**src/ir2d_pkg.sv**
```systemverilog
// Package for the integer-to-radix digit converter.
// Holds radix limits, digit and character types and the digit-to-ASCII map.
// No dependencies.
package ir2d_pkg;

  typedef logic [4:0] radix_t;
  typedef logic [3:0] digit_t;
  typedef logic [6:0] char_t;

  localparam radix_t RADIX_RESET = 5'd10;
  localparam radix_t RADIX_MIN   = 5'd2;
  localparam radix_t RADIX_MAX   = 5'd16;

  // Quotient bits retired by the divider in one cycle
  localparam int unsigned STEP_BITS = 8;

  localparam char_t CHAR_ZERO  = 7'h30;  // '0'
  localparam char_t CHAR_A_OFS = 7'h57;  // 'a' minus ten
  localparam digit_t DIGIT_TEN = 4'd10;

  // Divider status toward the back end
  typedef struct packed {
    logic   done;
    digit_t rem;
  } div_stat_t;

  // Map one digit to its lower-case ASCII character
  function automatic char_t ascii_of(digit_t d);
    char_t c;
    if (d < DIGIT_TEN) begin
      c = CHAR_ZERO + {3'b000, d};
    end else begin
      c = CHAR_A_OFS + {3'b000, d};
    end
    return c;
  endfunction

endpackage

```
**src/ir2d_front.sv**
```systemverilog
// Front end: radix register, input acceptance and radix check.
// Pushes valid jobs into the job queue and drops items with a bad radix.
// Depends on ir2d_pkg.
module ir2d_front #(
  parameter int unsigned VALUE_BITS = 31
) (
  input  logic                  clk_i,
  input  logic                  rst_ni,
  input  logic                  in_valid_i,
  output logic                  in_stall_o,
  input  logic [VALUE_BITS-1:0] value_i,
  input  logic                  cfg_valid_i,
  output logic                  cfg_ready_o,
  input  ir2d_pkg::radix_t      cfg_data_i,
  input  logic                  q_full_i,
  output logic                  q_push_o,
  output logic [VALUE_BITS-1:0] q_value_o,
  output ir2d_pkg::radix_t      q_radix_o
);

  ir2d_pkg::radix_t radix_q;
  logic             accept;
  logic             radix_ok;

  // Take a config beat whenever offered
  assign cfg_ready_o = 1'b1;

  always_ff @(posedge clk_i or negedge rst_ni) begin
    if (!rst_ni) begin
      radix_q <= ir2d_pkg::RADIX_RESET;
    end else if (cfg_valid_i) begin
      radix_q <= cfg_data_i;
    end
  end

  // Stall only while the queue is full
  assign in_stall_o = q_full_i;
  assign accept     = in_valid_i && !q_full_i;
  assign radix_ok   = (radix_q >= ir2d_pkg::RADIX_MIN) && (radix_q <= ir2d_pkg::RADIX_MAX);

  // Forward good jobs, drop the rest
  assign q_push_o  = accept && radix_ok;
  assign q_value_o = value_i;
  assign q_radix_o = radix_q;

endmodule

```
**src/ir2d_fifo.sv**
```systemverilog
// Two-entry job queue between front and back ends.
// Generic width; no package dependency.
module ir2d_fifo #(
  parameter int unsigned WIDTH = 36
) (
  input  logic             clk_i,
  input  logic             rst_ni,
  input  logic             push_i,
  input  logic [WIDTH-1:0] data_i,
  output logic             full_o,
  output logic             valid_o,
  input  logic             pop_i,
  output logic [WIDTH-1:0] data_o
);

  logic [WIDTH-1:0] mem_q [2];
  logic             wr_ptr_q;
  logic             rd_ptr_q;
  logic [1:0]       cnt_q;

  assign full_o  = (cnt_q == 2'd2);
  assign valid_o = (cnt_q != 2'd0);
  assign data_o  = mem_q[rd_ptr_q];

  // Store the pushed beat
  always_ff @(posedge clk_i) begin
    if (push_i) begin
      mem_q[wr_ptr_q] <= data_i;
    end
  end

  // Advance pointers and occupancy
  always_ff @(posedge clk_i or negedge rst_ni) begin
    if (!rst_ni) begin
      wr_ptr_q <= 1'b0;
      rd_ptr_q <= 1'b0;
      cnt_q    <= 2'd0;
    end else begin
      if (push_i) begin
        wr_ptr_q <= ~wr_ptr_q;
      end
      if (pop_i) begin
        rd_ptr_q <= ~rd_ptr_q;
      end
      if (push_i && !pop_i) begin
        cnt_q <= cnt_q + 2'd1;
      end else if (pop_i && !push_i) begin
        cnt_q <= cnt_q - 2'd1;
      end
    end
  end

endmodule

```
**src/ir2d_div.sv**
```systemverilog
// Iterative divider by a small radix: STEP_BITS quotient bits per cycle.
// Restoring long division with a 4-bit running remainder. Depends on ir2d_pkg.
module ir2d_div #(
  parameter int unsigned VALUE_BITS = 31
) (
  input  logic                  clk_i,
  input  logic                  rst_ni,
  input  logic                  start_i,
  input  logic [VALUE_BITS-1:0] dividend_i,
  input  ir2d_pkg::radix_t      radix_i,
  output ir2d_pkg::div_stat_t   stat_o,
  output logic [VALUE_BITS-1:0] quot_o
);

  localparam int unsigned STEP    = ir2d_pkg::STEP_BITS;
  localparam int unsigned DIV_CYC = (VALUE_BITS + STEP - 1) / STEP;
  localparam int unsigned PAD     = DIV_CYC * STEP;
  localparam int unsigned CCW     = (DIV_CYC > 1) ? $clog2(DIV_CYC) : 1;

  logic [PAD-1:0]          dq_q, dq_d;
  ir2d_pkg::digit_t        rem_q, rem_d;
  ir2d_pkg::radix_t        radix_q;
  logic [CCW-1:0]          cyc_q;
  logic                    busy_q;
  logic                    done_q;

  // Run STEP shift-compare-subtract steps
  always_comb begin
    logic [PAD-1:0]   d;
    ir2d_pkg::digit_t r;
    logic [4:0]       t;
    d = dq_q;
    r = rem_q;
    for (int i = 0; i < STEP; i++) begin
      t = {r, d[PAD-1]};
      d = {d[PAD-2:0], 1'b0};
      if (t >= radix_q) begin
        t    = t - radix_q;
        d[0] = 1'b1;
      end
      r = t[3:0];
    end
    dq_d  = d;
    rem_d = r;
  end

  // Load operands or advance the division
  always_ff @(posedge clk_i) begin
    if (start_i) begin
      dq_q    <= PAD'(dividend_i);
      rem_q   <= '0;
      radix_q <= radix_i;
    end else if (busy_q) begin
      dq_q  <= dq_d;
      rem_q <= rem_d;
    end
  end

  always_ff @(posedge clk_i or negedge rst_ni) begin
    if (!rst_ni) begin
      busy_q <= 1'b0;
      done_q <= 1'b0;
      cyc_q  <= '0;
    end else begin
      done_q <= 1'b0;
      if (start_i) begin
        busy_q <= 1'b1;
        cyc_q  <= '0;
      end else if (busy_q) begin
        if (cyc_q == CCW'(DIV_CYC - 1)) begin
          busy_q <= 1'b0;
          done_q <= 1'b1;
        end else begin
          cyc_q <= cyc_q + 1'b1;
        end
      end
    end
  end

  assign stat_o.done = done_q;
  assign stat_o.rem  = rem_q;
  assign quot_o      = dq_q[VALUE_BITS-1:0];

endmodule

```
**src/ir2d_back.sv**
```systemverilog
// Back end: drives the divider, stacks digits, pops them out MSD first.
// Holds the digit stack memory and the output register. Depends on ir2d_pkg.
module ir2d_back #(
  parameter int unsigned VALUE_BITS = 31,
  parameter int unsigned MAX_DIGITS = 32
) (
  input  logic                  clk_i,
  input  logic                  rst_ni,
  input  logic                  job_valid_i,
  input  logic [VALUE_BITS-1:0] job_value_i,
  input  ir2d_pkg::radix_t      job_radix_i,
  output logic                  job_pop_o,
  output logic                  div_start_o,
  output logic [VALUE_BITS-1:0] div_dividend_o,
  output ir2d_pkg::radix_t      div_radix_o,
  input  ir2d_pkg::div_stat_t   div_stat_i,
  input  logic [VALUE_BITS-1:0] div_quot_i,
  output logic                  out_valid_o,
  input  logic                  out_stall_i,
  output ir2d_pkg::char_t       digit_char_o,
  output logic                  last_char_o
);

  localparam int unsigned AW = (MAX_DIGITS > 1) ? $clog2(MAX_DIGITS) : 1;
  localparam int unsigned CW = $clog2(MAX_DIGITS + 1);

  localparam logic [1:0] ST_IDLE = 2'd0;
  localparam logic [1:0] ST_DIV  = 2'd1;
  localparam logic [1:0] ST_EMIT = 2'd2;

  ir2d_pkg::digit_t stack_q [MAX_DIGITS];
  ir2d_pkg::digit_t rd_q;
  logic [1:0]       state_q, state_d;
  logic [CW-1:0]    cnt_q, cnt_d, cnt_dec;
  ir2d_pkg::radix_t radix_q;
  logic             out_v_q, out_v_d;
  logic             last_q;
  logic             push;
  logic             issue;
  logic             quot_zero;

  assign cnt_dec   = cnt_q - 1'b1;
  assign quot_zero = (div_quot_i == '0);
  assign push      = (state_q == ST_DIV) && div_stat_i.done && (cnt_q < CW'(MAX_DIGITS));
  assign issue     = (state_q == ST_EMIT) && (cnt_q != '0) && (!out_v_q || !out_stall_i);

  // Start from a new job, or restart on the quotient
  assign job_pop_o      = (state_q == ST_IDLE) && job_valid_i;
  assign div_start_o    = job_pop_o ||
                          ((state_q == ST_DIV) && div_stat_i.done && !quot_zero);
  assign div_dividend_o = job_pop_o ? job_value_i : div_quot_i;
  assign div_radix_o    = job_pop_o ? job_radix_i : radix_q;

  // Sequence one job
  always_comb begin
    state_d = state_q;
    cnt_d   = cnt_q;
    unique case (state_q)
      ST_IDLE: begin
        if (job_valid_i) begin
          state_d = ST_DIV;
          cnt_d   = '0;
        end
      end
      ST_DIV: begin
        if (push) begin
          cnt_d = cnt_q + 1'b1;
        end
        if (div_stat_i.done && quot_zero) begin
          state_d = ST_EMIT;
        end
      end
      ST_EMIT: begin
        if (issue) begin
          cnt_d = cnt_dec;
          if (cnt_q == CW'(1)) begin
            state_d = ST_IDLE;
          end
        end
      end
      default: begin
        state_d = ST_IDLE;
      end
    endcase
  end

  // Hold the output beat until taken
  always_comb begin
    if (issue) begin
      out_v_d = 1'b1;
    end else if (!out_stall_i) begin
      out_v_d = 1'b0;
    end else begin
      out_v_d = out_v_q;
    end
  end

  always_ff @(posedge clk_i or negedge rst_ni) begin
    if (!rst_ni) begin
      state_q <= ST_IDLE;
      cnt_q   <= '0;
      out_v_q <= 1'b0;
    end else begin
      state_q <= state_d;
      cnt_q   <= cnt_d;
      out_v_q <= out_v_d;
    end
  end

  always_ff @(posedge clk_i) begin
    if (job_pop_o) begin
      radix_q <= job_radix_i;
    end
  end

  // Push one remainder onto the stack
  always_ff @(posedge clk_i) begin
    if (push) begin
      stack_q[cnt_q[AW-1:0]] <= div_stat_i.rem;
    end
  end

  // Pop the top digit into the output register
  always_ff @(posedge clk_i) begin
    if (issue) begin
      rd_q   <= stack_q[cnt_dec[AW-1:0]];
      last_q <= (cnt_q == CW'(1));
    end
  end

  assign out_valid_o  = out_v_q;
  assign digit_char_o = ir2d_pkg::ascii_of(rd_q);
  assign last_char_o  = last_q;

endmodule

```
**src/integer_to_radix_digits_core.sv**
```systemverilog
// Top level of the integer-to-radix digit converter.
// Instantiates ir2d_front, ir2d_fifo, ir2d_div and ir2d_back; uses ir2d_pkg.
//
//   Channel | Direction | Handshake             | Payload
//   --------+-----------+-----------------------+----------------------------
//   in      | input     | in_valid_i/in_stall_o | value_i
//   cfg     | input     | cfg_valid_i/ready_o   | cfg_data_i (radix)
//   out     | output    | out_valid_o/stall_i   | digit_char_o, last_char_o
//
// Each digit takes a pass through the single divider, which retires 8 quotient
// bits a cycle; the characters are then popped from the stack in turn.
// Reset sets the radix to 10 and empties the queue; the stack needs no clearing.
// A two-entry queue lets the front keep accepting while the back works or the
// output is stalled. Items seen with a radix outside 2..16 produce no beats.
module integer_to_radix_digits_core #(
  parameter int unsigned VALUE_BITS = 31,
  parameter int unsigned MAX_DIGITS = 32
) (
  input  logic                  clk_i,
  input  logic                  rst_ni,
  input  logic                  in_valid_i,
  output logic                  in_stall_o,
  input  logic [VALUE_BITS-1:0] value_i,
  input  logic                  cfg_valid_i,
  output logic                  cfg_ready_o,
  input  logic [4:0]            cfg_data_i,
  output logic                  out_valid_o,
  input  logic                  out_stall_i,
  output logic [6:0]            digit_char_o,
  output logic                  last_char_o
);

  localparam int unsigned QW = VALUE_BITS + 5;

  logic                  q_full, q_push, q_valid, q_pop;
  logic [VALUE_BITS-1:0] q_value;
  ir2d_pkg::radix_t      q_radix;
  logic [QW-1:0]         q_rd_data;
  logic                  div_start;
  logic [VALUE_BITS-1:0] div_dividend, div_quot;
  ir2d_pkg::radix_t      div_radix;
  ir2d_pkg::div_stat_t   div_stat;

  ir2d_front #(.VALUE_BITS(VALUE_BITS)) u_front (
    .clk_i       (clk_i),
    .rst_ni      (rst_ni),
    .in_valid_i  (in_valid_i),
    .in_stall_o  (in_stall_o),
    .value_i     (value_i),
    .cfg_valid_i (cfg_valid_i),
    .cfg_ready_o (cfg_ready_o),
    .cfg_data_i  (cfg_data_i),
    .q_full_i    (q_full),
    .q_push_o    (q_push),
    .q_value_o   (q_value),
    .q_radix_o   (q_radix)
  );

  ir2d_fifo #(.WIDTH(QW)) u_fifo (
    .clk_i   (clk_i),
    .rst_ni  (rst_ni),
    .push_i  (q_push),
    .data_i  ({q_radix, q_value}),
    .full_o  (q_full),
    .valid_o (q_valid),
    .pop_i   (q_pop),
    .data_o  (q_rd_data)
  );

  ir2d_div #(.VALUE_BITS(VALUE_BITS)) u_div (
    .clk_i      (clk_i),
    .rst_ni     (rst_ni),
    .start_i    (div_start),
    .dividend_i (div_dividend),
    .radix_i    (div_radix),
    .stat_o     (div_stat),
    .quot_o     (div_quot)
  );

  ir2d_back #(.VALUE_BITS(VALUE_BITS), .MAX_DIGITS(MAX_DIGITS)) u_back (
    .clk_i          (clk_i),
    .rst_ni         (rst_ni),
    .job_valid_i    (q_valid),
    .job_value_i    (q_rd_data[VALUE_BITS-1:0]),
    .job_radix_i    (q_rd_data[QW-1:VALUE_BITS]),
    .job_pop_o      (q_pop),
    .div_start_o    (div_start),
    .div_dividend_o (div_dividend),
    .div_radix_o    (div_radix),
    .div_stat_i     (div_stat),
    .div_quot_i     (div_quot),
    .out_valid_o    (out_valid_o),
    .out_stall_i    (out_stall_i),
    .digit_char_o   (digit_char_o),
    .last_char_o    (last_char_o)
  );

  // Every emitted character is a lower-case hex digit
  a_char_range: assert property (@(posedge clk_i) disable iff (!rst_ni)
    out_valid_o |-> ((digit_char_o >= 7'h30 && digit_char_o <= 7'h39) ||
                     (digit_char_o >= 7'h61 && digit_char_o <= 7'h66)))
    else $error("character out of digit range");

  // Never push into a full queue
  a_no_overflow: assert property (@(posedge clk_i) disable iff (!rst_ni)
    q_push |-> !q_full)
    else $error("job queue overflow");

  // Outside a job pop, a new division starts only when the divider has a result
  a_start_on_done: assert property (@(posedge clk_i) disable iff (!rst_ni)
    (div_start && !q_pop) |-> div_stat.done)
    else $error("divider restarted without a result");

endmodule

```
**config.mk**
```make
export PLATFORM = sky130hd
export DESIGN_NAME = integer_to_radix_digits_core
export DESIGN_NICKNAME = d
export VERILOG_FILES = /design/src/ir2d_pkg.sv /design/src/ir2d_front.sv /design/src/ir2d_fifo.sv /design/src/ir2d_div.sv /design/src/ir2d_back.sv /design/src/integer_to_radix_digits_core.sv
export SDC_FILE = /design/constraint.sdc
export NUM_CORES = 1
export LEC_CHECK = 0
export ABC_CLOCK_PERIOD_IN_PS = 13300
export BUFFER_PORTS_ARGS = -buffer_cell sky130_fd_sc_hd__buf_2
export CORE_ASPECT_RATIO = 2
export CORE_MARGIN = 2
export CORE_UTILIZATION = 25
export CTS_CLUSTER_SIZE = 28
export DETAILED_ROUTE_END_ITERATION = 7
export SYNTH_ARGS = -nofsm -noshare
export SYNTH_HDL_FRONTEND = slang
export SYNTH_SLANG_ARGS = --single-unit
```
**constraint.sdc**
```tcl
create_clock -name clk_i -period 13.3 [get_ports clk_i]
set_clock_uncertainty 0.15 [all_clocks]
set_input_delay 1.33 -clock clk_i [delete_from_list [all_inputs] [get_ports clk_i]]
set_output_delay 1.33 -clock clk_i [all_outputs]
set_load 0.01 [all_outputs]
```
-- After elaboration in Yosys (flattened, before gate mapping)
Memory sizes are Yosys's and may differ from the RTL's. A register that Yosys moved wholly into a read port is not among the register bits.
Cells that the tools add are included.
- logic and storage cells: 138
- output and inout port bits: 11
- bits in registers: 69
- memories: 2
- bits in writable memories: 200
- memories (name ; depth ; width ; read ports ; clocked after memory_dff ; write ports ; line ; text):
    u_back.stack_q ; 32 ; 4 ; 1 ; 1 ; 1 ; ir2d_back.sv:31 ; ir2d_pkg::digit_t stack_q [MAX_DIGITS];
    u_fifo.mem_q ; 2 ; 36 ; 1 ; 0 ; 1 ; ir2d_fifo.sv:16 ; logic [WIDTH-1:0] mem_q [2];
- eq/ne operators: 13
- reduce and logical (&&, ||, !) cells: 31
- order comparisons: 12
- muxes and demuxes: 47
- $add $sub $neg: 15
- bitwise logic cells: 2
- operators with widths (cell ; count):
    $mux W31 ; 3
    $ge A5 B5 Y1 ; 8
    $mux W4 ; 8
    $sub A4 B4 Y4 ; 8
    $logic_not A31 Y1 ; 1
    $mux W1 ; 20
    $mux W2 ; 9
    $mux W6 ; 3
    $pmux W6 S3 ; 1
    $logic_and A1 B1 Y1 ; 12
    $ne A2 B1 Y1 const B ; 5
    $reduce_and A4 Y1 ; 2
    $add A6 B4 Y7 const A ; 1
    $add A7 B4 Y7 const A ; 1
    $mux W7 ; 1
    $add A6 B1 Y6 const B ; 1
    $eq A2 B2 Y1 const B ; 3
    $eq A6 B1 Y1 const B ; 1
    $logic_not A1 Y1 ; 6
    $lt A6 B6 Y1 const B ; 1
    $ne A2 B2 Y1 const B ; 3
    $pmux W2 S3 ; 1
    $reduce_bool A2 Y1 ; 3
    $reduce_bool A6 Y1 ; 1
    other kinds (13) ; 17

-- Depth between registers and ports, before layout
Gate-level depths: netlist of the first run.
- depth in word-level cells: 18
- mapped depth: 50
- depth with buffers taken out: 50

-- Cells and area by module
A second synthesis of the first run with hierarchy kept.
- cell total of the unflattened synthesis: 991
- area total of the unflattened synthesis: 14131.1 um2
- modules (own cells, without submodules) (module ; area an instance (um2) ; times used ; sequential area each (um2) ; cells an instance):
    ir2d_back ; 6862.8 ; 1 ; 4319.1 ; 447
    ir2d_div ; 3862.5 ; 1 ; 1281.2 ; 368
    ir2d_fifo ; 2936.6 ; 1 ; 2262.2 ; 128
    ir2d_front ; 469.2 ; 1 ; 127.6 ; 48

-- Worst setup path before layout of the first run
Ideal clock, no wire load.
- path type: flip-flop to flip-flop
- from: register u_div.radix_q[1]
- to: register u_div.rem_q[3]
- clock period less this slack: 10495 ps
- arrival: 10229 ps
- library setup time: 116 ps
- setup slack: 2805 ps
- cell stages (with the launch flop): 45
- path buffers: 0
- cell sequence: edfxtp_1 > inv_1 > ha_1 > a21oi_1 > o21ai_1 > a31oi_1 > mux2_2 > ha_1 > a21oi_1 > o21ai_1 > a31oi_1 > o21ai_0 > and2_1 > ha_1 > a21oi_1 > o21ai_0 > a2111o_1 > nand3_1 > [9 not listed] > o211ai_1 > inv_1 > ha_1 > nor2b_1 > o31ai_1 > a31oi_2 > and2_0 > or3_1 > ha_1 > nand2_1 > o21ai_1 > mux2_2 > ha_1 > a21o_1 > a31oi_1 > or3_1 > a21oi_1 > a31o_2
- longest elaborated chain between the ends: 16
- ends and longest elaborated chain (element ; line ; text):
    from (decl) ; ir2d_div.sv:22 ; ir2d_pkg::radix_t radix_q;
    from (signal assigned) ; ir2d_div.sv:52 ; radix_q <= radix_i;
    $sub A4 B4 Y4 or $ge A5 B5 Y1 (tied branches) ; ir2d_div.sv:38, ir2d_div.sv:37 ;
    $mux W4 ; ir2d_div.sv:37 ; if (t >= radix_q) begin
    $sub A4 B4 Y4 or $ge A5 B5 Y1 (tied branches) ; ir2d_div.sv:38, ir2d_div.sv:37 ;
    $mux W4 ; ir2d_div.sv:37 ;
    $sub A4 B4 Y4 or $ge A5 B5 Y1 (tied branches) ; ir2d_div.sv:38, ir2d_div.sv:37 ;
    $mux W4 ; ir2d_div.sv:37 ;
    $ge A5 B5 Y1 or $sub A4 B4 Y4 (tied branches) ; ir2d_div.sv:37, ir2d_div.sv:38 ;
    $mux W4 ; ir2d_div.sv:37 ;
    $sub A4 B4 Y4 or $ge A5 B5 Y1 (tied branches) ; ir2d_div.sv:38, ir2d_div.sv:37 ;
    $mux W4 ; ir2d_div.sv:37 ;
    $sub A4 B4 Y4 or $ge A5 B5 Y1 (tied branches) ; ir2d_div.sv:38, ir2d_div.sv:37 ;
    $mux W4 ; ir2d_div.sv:37 ;
    $ge A5 B5 Y1 or $sub A4 B4 Y4 (tied branches) ; ir2d_div.sv:37, ir2d_div.sv:38 ;
    $mux W4 ; ir2d_div.sv:37 ;
    $sub A4 B4 Y4 or $ge A5 B5 Y1 (tied branches) ; ir2d_div.sv:38, ir2d_div.sv:37 ;
    $mux W4 * ; ir2d_div.sv:37 ;
    to (signal assigned) ; ir2d_div.sv:55 ; rem_q <= rem_d;
    to (decl) ; ir2d_div.sv:21 ; ir2d_pkg::digit_t rem_q, rem_d;
Every way passes the cells marked *; elsewhere a longest branch is shown, timed or not.
A chain may end at the register's enable or synchronous reset.

-- Worst setup path in the final report of the first run
Same ends and word-level chain as after synthesis.

==> results of run 1 <==
logic make-up after synthesis:
family | synth area share (%)
multiplexers | 12.6
AO/OA/AOI/OAI | 6.61
buffers and inverters | 2.35
flip-flops | 62.7
AND/OR/NAND/NOR | 7.41
XOR/XNOR | 1.85
other | 0.0294
adder cells (fa/ha/maj) | 6.37
metrics by stage:
stage	area (um2)	std cells
3_3_place_gp	13700	1559
6_report	14600	1605
2_1_floorplan	12700	877
5_1_grt	14600	1605
4_1_cts	14600	1605
3_5_place_dp	13700	1559
worst paths after layout:
path	start	endpoint	slack, ns	cells after the start
max in group asynchronous	rst_ni	u_fifo.rd_ptr_q	11.99	1
hold reg to reg	u_back.radix_q[4]	u_back.radix_q[4]	0.31	2
setup / recovery	u_div.radix_q[1]	u_div.rem_q[3]	1.17	46
min in group asynchronous	rst_ni	u_back.out_valid_o	0.60	1
hold / removal	u_back.radix_q[4]	u_back.radix_q[4]	0.31	2
setup reg to reg	u_div.radix_q[1]	u_div.rem_q[3]	1.17	46
registers in the layout, summed over array words and instances, names as in the netlist, 2 cells and up:
signal / flops
u_back.cnt_q: 6
u_back.radix_q: 5
u_back.rd_q: 4
u_back.stack_q: 128
u_back.state_q: 2
u_div.cyc_q: 2
u_div.dq_q: 32
u_div.radix_q: 5
u_div.rem_q: 4
u_fifo.cnt_q: 2
u_fifo.mem_q: 72
u_front.q_radix_o: 5
worst max-delay path: cells and delay by family, from the launching register on:
family	cells	cell delay, ns
fa+ha+maj	8	2.62
simple gates	9	1.38
flops	1	0.66
compound gates	25	5.72
buf+inv	1	0.38
mux	3	1.10
per-layer routing:
layer  vias to the layer above  share of wire (%)  wire length [um]
met5                         -                  0                 0
met4                         0                4.8              1300
met3                        53                2.4               664
met2                       148                 59             16200
met1                      3566                 33              9060
li1                       3440                  -                 -
placed cells by master, fill, tap and decap left out, types with 9 or more instances in the layout:
master | synthesis | layout
edfxtp_1 | 241 | 241
nor2_1 | 80 | 79
a21oi_1 | 52 | 52
ha_1 | 52 | 51
nand2_1 | 49 | 49
buf_2 | 2 | 49
mux2i_1 | 43 | 43
inv_1 | 40 | 40
mux4_2 | 35 | 35
o21ai_0 | 27 | 25
clkbuf_16 | 0 | 25
mux2_2 | 23 | 23
dfrtp_1 | 20 | 18
xnor2_1 | 17 | 17
a21o_1 | 13 | 13
nor4_1 | 10 | 10
dfxtp_1 | 10 | 10
nand3_1 | 9 | 9
buf_4 | 3 | 9
power breakdown:
part	internal, mW	switching [mW]	total (mW)
Combinational	0.0182	0.0328	0.0509
Sequential	0.962	0.0124	0.974
Clock	0.407	0.319	0.726
Total	1.39	0.364	1.75
cell type report:
class | instances | area [um2]
repair buffers | 58 | 313
multi-input cells | 534 | 4470
well taps | 654 | 818
clock inverters | 19 | 191
clock buffers | 27 | 633
fillers | 5173 | 36100
flip-flops and latches | 273 | 7990
inverters | 40 | 150
==> flow_summary.json, run 1 <==
{
  "gp_congestion": 0.853,
  "antenna_left": 0,
  "grt_use_met3_pct": 0.808,
  "whs_ns": 0.315,
  "grt_remaining_overflow": 0,
  "fp.dieW_um": 164,
  "synth_common_cells": "edfxtp_1, nor2_1, a21oi_1, ha_1, nand2_1",
  "slew_viol_final": 0,
  "drc_errors": 0,
  "pre_cts_slack_ns": 1.22,
  "drive_above_1_share_pct": 18.4,
  "ys_ff_latch": 273,
  "wl_mm": 27.2,
  "power.total_mw": 1.75,
  "grt.busiest_layer": "met2",
  "hp-class": "reg2reg",
  "cpMostUsedCell": "ha_1",
  "slew_headroom_pct": 20.6,
  "min_period_over_period_pct": 91.2,
  "num_antenna_cells": 0,
  "first_global_vias": 7589,
  "rsz0062_at_grt": "false",
  "ys_async_sr_fraction_pct": 8.06,
  "area_growth_pct": 14.4,
  "synth_ff_type": "edfxtp_1",
  "crit_path_top_delay_cell": "edfxtp_1",
  "status": "completed",
  "worstPathArrival_ns": 12.42,
  "dieArea_um2": 52900,
  "post_cts_buffers": 0,
  "finalSetupViolCount": 0,
  "fin_crit_ns": 12.13,
  "synth.distinct_cells": 59,
  "avgSynthCellArea_um2": 14.5,
  "synth_edf_count": 241,
  "grt_usage_pct": 10.4,
  "wl_per_cell_um": 17.0,
  "peakVddDrop_mv": 0.101,
  "cts.clk_slew.worst_paths_ns": 0.07,
  "grt_antenna_before_repair": 0,
  "fp.coreArea_um2": 50700,
  "grt_pass1_wl_mm": 42.2,
  "clock_sinks": 273,
  "dieHeight_um": 323,
  "cts_tree": "built",
  "required_ns": 13.59,
  "holdBufCountCts": 0,
  "yosysSeqAreaShare_pct": 62.7,
  "dp_hpwl_mm": 19.9,
  "synth_area_um2": 12700,
  "met1_usage_pct": 9.77,
  "drt_iter0_drc": 361,
  "tns_ns": 0,
  "startpoint_type": "flop",
  "tightest_slew_ns": 1.18,
  "via_per_inst": 4.49,
  "yosysMostFrequentCell": "edfxtp_1",
  "grt_start_max_net_pins": 77,
  "hold_viol": 0,
  "yosys.area.top_type": "edfxtp_1",
  "cts_buffer_depth": 3,
  "cts_buffers": 25,
  "max_freq_ghz": 0.0825,
  "port_buffers": 49,
  "clockRootBuffer": "clkbuf_16",
  "synth.top_cells.by_area": "edfxtp_1, mux4_2, ha_1",
  "gr-usage-met2_pct": 21.7,
  "setup_slack_ns": 1.17,
  "synth_top_area_share_pct": 56.8,
  "crit_path_max_incr_delay_ns": 0.66,
  "dr.pass1.iters": 5,
  "netlist_instances": 876,
  "core.rowCount": 117,
  "final_nets": 1033,
  "cts_resized": 0,
  "cap_viol_max_count": 0,
  "htree_levels": 1,
  "utilization_pct": 28.8,
  "clock_latency_ns": 0.55,
  "num_io_pins": 52,
  "critical_path_class": "reg2reg",
  "cp_max_fo": 10,
  "endpoint_kind": "flop",
  "leakage_nw": 5.39,
  "initial_utilization_pct": 25.1,
  "num_vias": 7207,
  "power_density_nw_per_um2": 120,
  "synth_warnings": 0
}
Note: power is estimated with default switching activity, not from simulation.
==> inputs of run 2 (changes only) <==
--- a/config.mk
+++ b/config.mk
@@ -9,2 +9,3 @@
 export BUFFER_PORTS_ARGS = -buffer_cell sky130_fd_sc_hd__buf_2
+export CAP_MARGIN = 20
 export CORE_ASPECT_RATIO = 2
@@ -14,2 +15,3 @@
 export DETAILED_ROUTE_END_ITERATION = 7
+export RECOVER_POWER = 25
 export SYNTH_ARGS = -nofsm -noshare
--- a/constraint.sdc
+++ b/constraint.sdc
@@ -4,2 +4,2 @@
 set_output_delay 1.33 -clock clk_i [all_outputs]
-set_load 0.01 [all_outputs]
+set_load 0.05 [all_outputs]
==> run 2 against run 1 <==
Effect of this change:
- the run now ends with max-capacitance violations, max-slew violations left
- utilization barely moved
- hold slack barely moved
- design area rose by 0.11%
- critical path depth fell by 3
- sequential share of layout area fell by 0.061 points
- critical path type unchanged
==> flow_summary.json, run 2 (synthesis results as in run 1) <==
{
  "status": "finished, violations left",
  "violations": "max-capacitance violations, max-slew violations",
  "core.rowCount": 117,
  "finalSetupViolCount": 0,
  "grt_antenna_before_repair": 0,
  "critical_path_class": "reg2reg",
  "drive_above_1_share_pct": 18.0,
  "port_buffers": 49,
  "min_period_over_period_pct": 91.0,
  "wl_per_cell_um": 16.9,
  "pre_cts_slack_ns": 1.22,
  "num_io_pins": 52,
  "clock_latency_ns": 0.55,
  "grt_remaining_overflow": 0,
  "holdCritStartpoint": "u_back.radix_q[4]",
  "cts_buffers": 25,
  "final_cell_mix": "edfxtp_1, nor2_1, a21oi_1",
  "num_antenna_cells": 0,
  "wl_mm": 27.2,
  "setup_slack_ns": 1.20,
  "reg2regPathDepth": 43,
  "antenna_left": 0,
  "reg2reg_to": "u_div.rem_q[3]",
  "largest_reg_flops": 128,
  "reg2reg_slack_ns": 1.20,
  "dieHeight_um": 323,
  "fin_crit_ns": 12.10,
  "cp_max_fo": 35,
  "cts_buffer_depth": 3,
  "grt_pass1_wl_mm": 42.2,
  "post_cts_buffers": 0,
  "cts_tree": "built",
  "min_to": "u_back.radix_q[4]",
  "endpoint_kind": "flop",
  "slew_viol_final": 71,
  "cts.clk_slew.worst_paths_ns": 0.06,
  "max_freq_ghz": 0.0826,
  "drt_iter0_drc": 360,
  "grt_start_max_net_pins": 77,
  "critPathBufInv": 1,
  "fp.dieW_um": 164,
  "fp.coreArea_um2": 50700,
  "layout_commonest_cell": "edfxtp_1",
  "dp_hpwl_mm": 19.9,
  "grt_usage_pct": 10.4,
  "clockRootBuffer": "clkbuf_16",
  "gp_congestion": 0.853,
  "r2r_start": "u_div.rem_q[0]",
  "power_density_nw_per_um2": 121,
  "crit_path_max_incr_delay_ns": 1.17,
  "num_vias": 7215,
  "crit_path_top_delay_cell": "clkbuf_1",
  "hold_depth": 2,
  "dr.pass1.iters": 5,
  "cpMostUsedCell": "ha_1",
  "worstPathArrival_ns": 12.39,
  "via_per_inst": 4.49,
  "required_ns": 13.59,
  "rsz0062_at_grt": "false",
  "tightest_slew_ns": 1.61,
  "peakVddDrop_mv": 0.101,
  "dieArea_um2": 52900,
  "final_nets": 1035,
  "hold_viol": 0,
  "drc_errors": 0,
  "cts_resized": 0,
  "area_growth_pct": 14.6,
  "cap_viol_max_count": 2,
  "clock_sinks": 273,
  "tns_ns": 0,
  "cp_top_family": "compound AO/OA/AOI/OAI gates",
  "power.total_mw": 1.76,
  "holdBufCountCts": 0,
  "first_global_vias": 7589,
  "hp-class": "reg2reg",
  "startpoint_type": "flop",
  "leakage_nw": 5.39,
  "slew_headroom_pct": -7.09,
  "htree_levels": 1,
  "initial_utilization_pct": 25.1
}
[run 2: how the worst max path moves through the flow]
stage | start | to | cells past startpoint
floorplan | u_div.radix_q[1] | u_div.rem_q[3] | 44
global placement | u_div.radix_q[1] | u_div.rem_q[3] | 45
detailed placement | u_div.radix_q[1] | u_div.rem_q[3] | 46
CTS | u_div.radix_q[1] | u_div.rem_q[3] | 46
global route | u_div.radix_q[1] | u_div.rem_q[3] | 45
finish | u_div.rem_q[0] | u_div.rem_q[3] | 43
[run 2: through the flow]
stage / util [%] / std cells / hold slack [ns] / instance area, um2
CTS: 28.8 / 1605 / 0.326 / 14600
global route: 28.8 / 1607 / 0.362 / 14600
floorplan: - / 877 / 0.277 / 12700
detailed placement: 27.1 / 1559 / 0.311 / 13700
finish: 28.8 / 1607 / 0.315 / 14600
global placement: 27.1 / 1559 / 0.292 / 13700
[run 2: area by class of cell]
| type | instances | area (um2) |
|---|---|---|
| multi-input cells | 534 | 4470 |
| fillers | 5171 | 36100 |
| clock buffers | 27 | 633 |
| flip-flops and latches | 273 | 7990 |
| well taps | 654 | 818 |
| inverters | 40 | 150 |
| clock inverters | 19 | 191 |
| repair buffers | 60 | 329 |
[run 2: layer usage]
metal | vias up | part of all wire, % | routed length (um) | track usage (%)
li1 | 3446 | - | - | -
met1 | 3567 | 33 | 9040 | 9.77
met2 | 146 | 60 | 16200 | 21.7
met3 | 56 | 2.4 | 651 | 0.808
met4 | 0 | 4.8 | 1310 | 5.40
met5 | - | 0 | 0 | 0
[run 2: worst min-delay path, cell delays in order (launching register included)]
cell and delay, ns:
dfxtp_1 0.31, nand2_1 0.04, o21ai_0 0.08
[run 2: power breakdown]
part	switching, mW	leakage [nW]	internal, mW
Clock	0.319	0.410	0.407
Sequential	0.0125	2.77	0.961
Combinational	0.0394	2.21	0.0203
==> inputs of run 3 (changes only) <==
--- a/config.mk
+++ b/config.mk
@@ -10,2 +10,4 @@
 export CAP_MARGIN = 20
+export CELL_PAD_IN_SITES_DETAIL_PLACEMENT = 0
+export CELL_PAD_IN_SITES_GLOBAL_PLACEMENT = 1
 export CORE_ASPECT_RATIO = 2
@@ -15,2 +17,3 @@
 export DETAILED_ROUTE_END_ITERATION = 7
+export PLACE_DENSITY_LB_ADDON = 0.1
 export RECOVER_POWER = 25
--- a/constraint.sdc
+++ b/constraint.sdc
@@ -4,2 +4,2 @@
 set_output_delay 1.33 -clock clk_i [all_outputs]
-set_load 0.05 [all_outputs]
+set_load 0.005 [all_outputs]
==> run 3 against run 2 <==
Effect of this change:
- power is 0.74% higher
- largest cell class unchanged
- first-iteration DRC count shrank 18%
- the flow still finishes with violations (max-capacitance violations, max-slew violations)
- flip-flop and latch count did not move
- non-clock buffer count is 4 higher
- critical path depth is 2 higher
- combinational power shrank 13%
- sequential share of layout area fell by 0.15 points
- largest power group unchanged
==> flow_summary.json, run 3 (synthesis results as in run 1) <==
{
  "dr.pass1.iters": 6,
  "core.rowCount": 117,
  "wl_met1_mm": 10.3,
  "hold_viol": 0,
  "final_cell_mix": "edfxtp_1, nor2_1, a21oi_1",
  "cts_buffers": 26,
  "power_density_nw_per_um2": 121,
  "via_per_inst": 4.48,
  "antenna_left": 0,
  "area_growth_pct": 14.9,
  "finalSetupViolCount": 0,
  "hold_depth": 2,
  "peakVddDrop_mv": 0.104,
  "holdBufCountCts": 0,
  "post_cts_buffers": 0,
  "tightest_slew_ns": 1.60,
  "leakage_nw": 5.40,
  "critical_path_class": "reg2reg",
  "first_global_vias": 7974,
  "reg2reg_slack_ns": 1.05,
  "dieArea_um2": 52900,
  "grt_usage_pct": 13.2,
  "status": "finished, violations left",
  "num_io_pins": 52,
  "num_antenna_cells": 0,
  "worstPathArrival_ns": 12.55,
  "startpoint_type": "flop",
  "cts.clk_slew.worst_paths_ns": 0.07,
  "fp.dieW_um": 164,
  "wl_mm": 34.0,
  "final_nets": 1040,
  "gp_congestion": 0.759,
  "layout_commonest_cell": "edfxtp_1",
  "dr_wl_met2_mm": 21.7,
  "reg2regPathDepth": 45,
  "dp_hpwl_mm": 25.4,
  "clockRootBuffer": "clkbuf_16",
  "fp.coreArea_um2": 50700,
  "max_freq_ghz": 0.0817,
  "drc_errors": 0,
  "grt_start_max_net_pins": 60,
  "dieHeight_um": 323,
  "cts_tree": "built",
  "grt_pass1_wl_mm": 50.7,
  "port_buffers": 49,
  "power.total_mw": 1.77,
  "slew_headroom_pct": -6.75,
  "cp_max_fo": 10,
  "crit_path_top_delay_cell": "o31ai_1",
  "required_ns": 13.60,
  "drive_above_1_share_pct": 18.5,
  "clock_latency_ns": 0.55,
  "wl_met3_um": 890,
  "cts_resized": 0,
  "tns_ns": 0,
  "htree_levels": 1,
  "violations": "max-capacitance violations, max-slew violations",
  "crit_path_max_incr_delay_ns": 0.73,
  "min_period_over_period_pct": 92.1,
  "drt_iter0_drc": 294,
  "slew_viol_final": 104,
  "initial_utilization_pct": 25.1,
  "grt_antenna_before_repair": 1,
  "rsz0062_at_grt": "false",
  "top_layer": "met4",
  "largest_reg_flops": 128,
  "endpoint_kind": "flop",
  "num_vias": 7225,
  "hp-class": "reg2reg",
  "cpMostUsedCell": "ha_1",
  "fin_crit_ns": 12.25,
  "cts_buffer_depth": 3,
  "grt_remaining_overflow": 0,
  "clock_sinks": 273,
  "cap_viol_max_count": 3,
  "wl_per_cell_um": 21.1
}
## run 3: changes by cell type in the layout (fill, tap and decap cells not counted), sizes merged
cell	before	now
buf	57	59
bufinv	3	2
clkbuf	30	43
clkinv	14	6
clkinvlp	0	1
inv	42	41
## run 3: layout make-up
type	instances	area [um2]
clock buffers	38	727
repair buffers	64	344
flip-flops and latches	273	7990
well taps	654	818
clock inverters	10	110
fillers	5272	36000
inverters	40	150
multi-input cells	534	4490
## run 3: per-stage QoR
stage / setup WS [ns] / hold slack [ns] / instance area (um2) / cells / util, %
after floorplan: 2.80 / 0.277 / 12700 / 877 / -
after global placement: 0.965 / 0.305 / 13800 / 1565 / 27.2
after detailed placement: 0.611 / 0.302 / 13800 / 1565 / 27.2
after CTS: 0.599 / 0.317 / 14600 / 1613 / 28.9
after global routing: 0.164 / 0.349 / 14600 / 1613 / 28.9
final: 1.05 / 0.311 / 14600 / 1613 / 28.9
## run 3: metal layers
layer	up-vias	GRT usage, %
li1	3453	-
met1	3566	11.2
met2	148	29.5
met3	58	1.35
met4	0	4.91
met5	-	0
## run 3: worst max-delay path, delay by kind of cell (launching register included)
kind | cells | cell delay, ns
AO/OA/AOI/OAI | 24 | 5.93
buffers and inverters | 2 | 0.44
adder cells (fa/ha/maj) | 8 | 2.71
multiplexers | 3 | 0.86
flip-flops | 1 | 0.66
AND/OR/NAND/NOR | 8 | 1.37
## run 3: path summary, 6_finish.rpt
kind | start | endpoint
min reg2reg | u_back.radix_q[0] | u_back.radix_q[0]
min in group asynchronous | rst_ni | u_front.q_radix_o[0]
max in group asynchronous | rst_ni | u_back.cnt_q[0]
min | u_back.radix_q[0] | u_back.radix_q[0]
max | u_div.radix_q[1] | u_div.rem_q[3]
max reg2reg | u_div.radix_q[1] | u_div.rem_q[3]
## run 3: power breakdown
| part | switching, mW | internal, mW | total [mW] |
|---|---|---|---|
| sequential | 0.0127 | 0.961 | 0.974 |
| combinational | 0.0330 | 0.0187 | 0.0518 |
| clock | 0.327 | 0.420 | 0.747 |
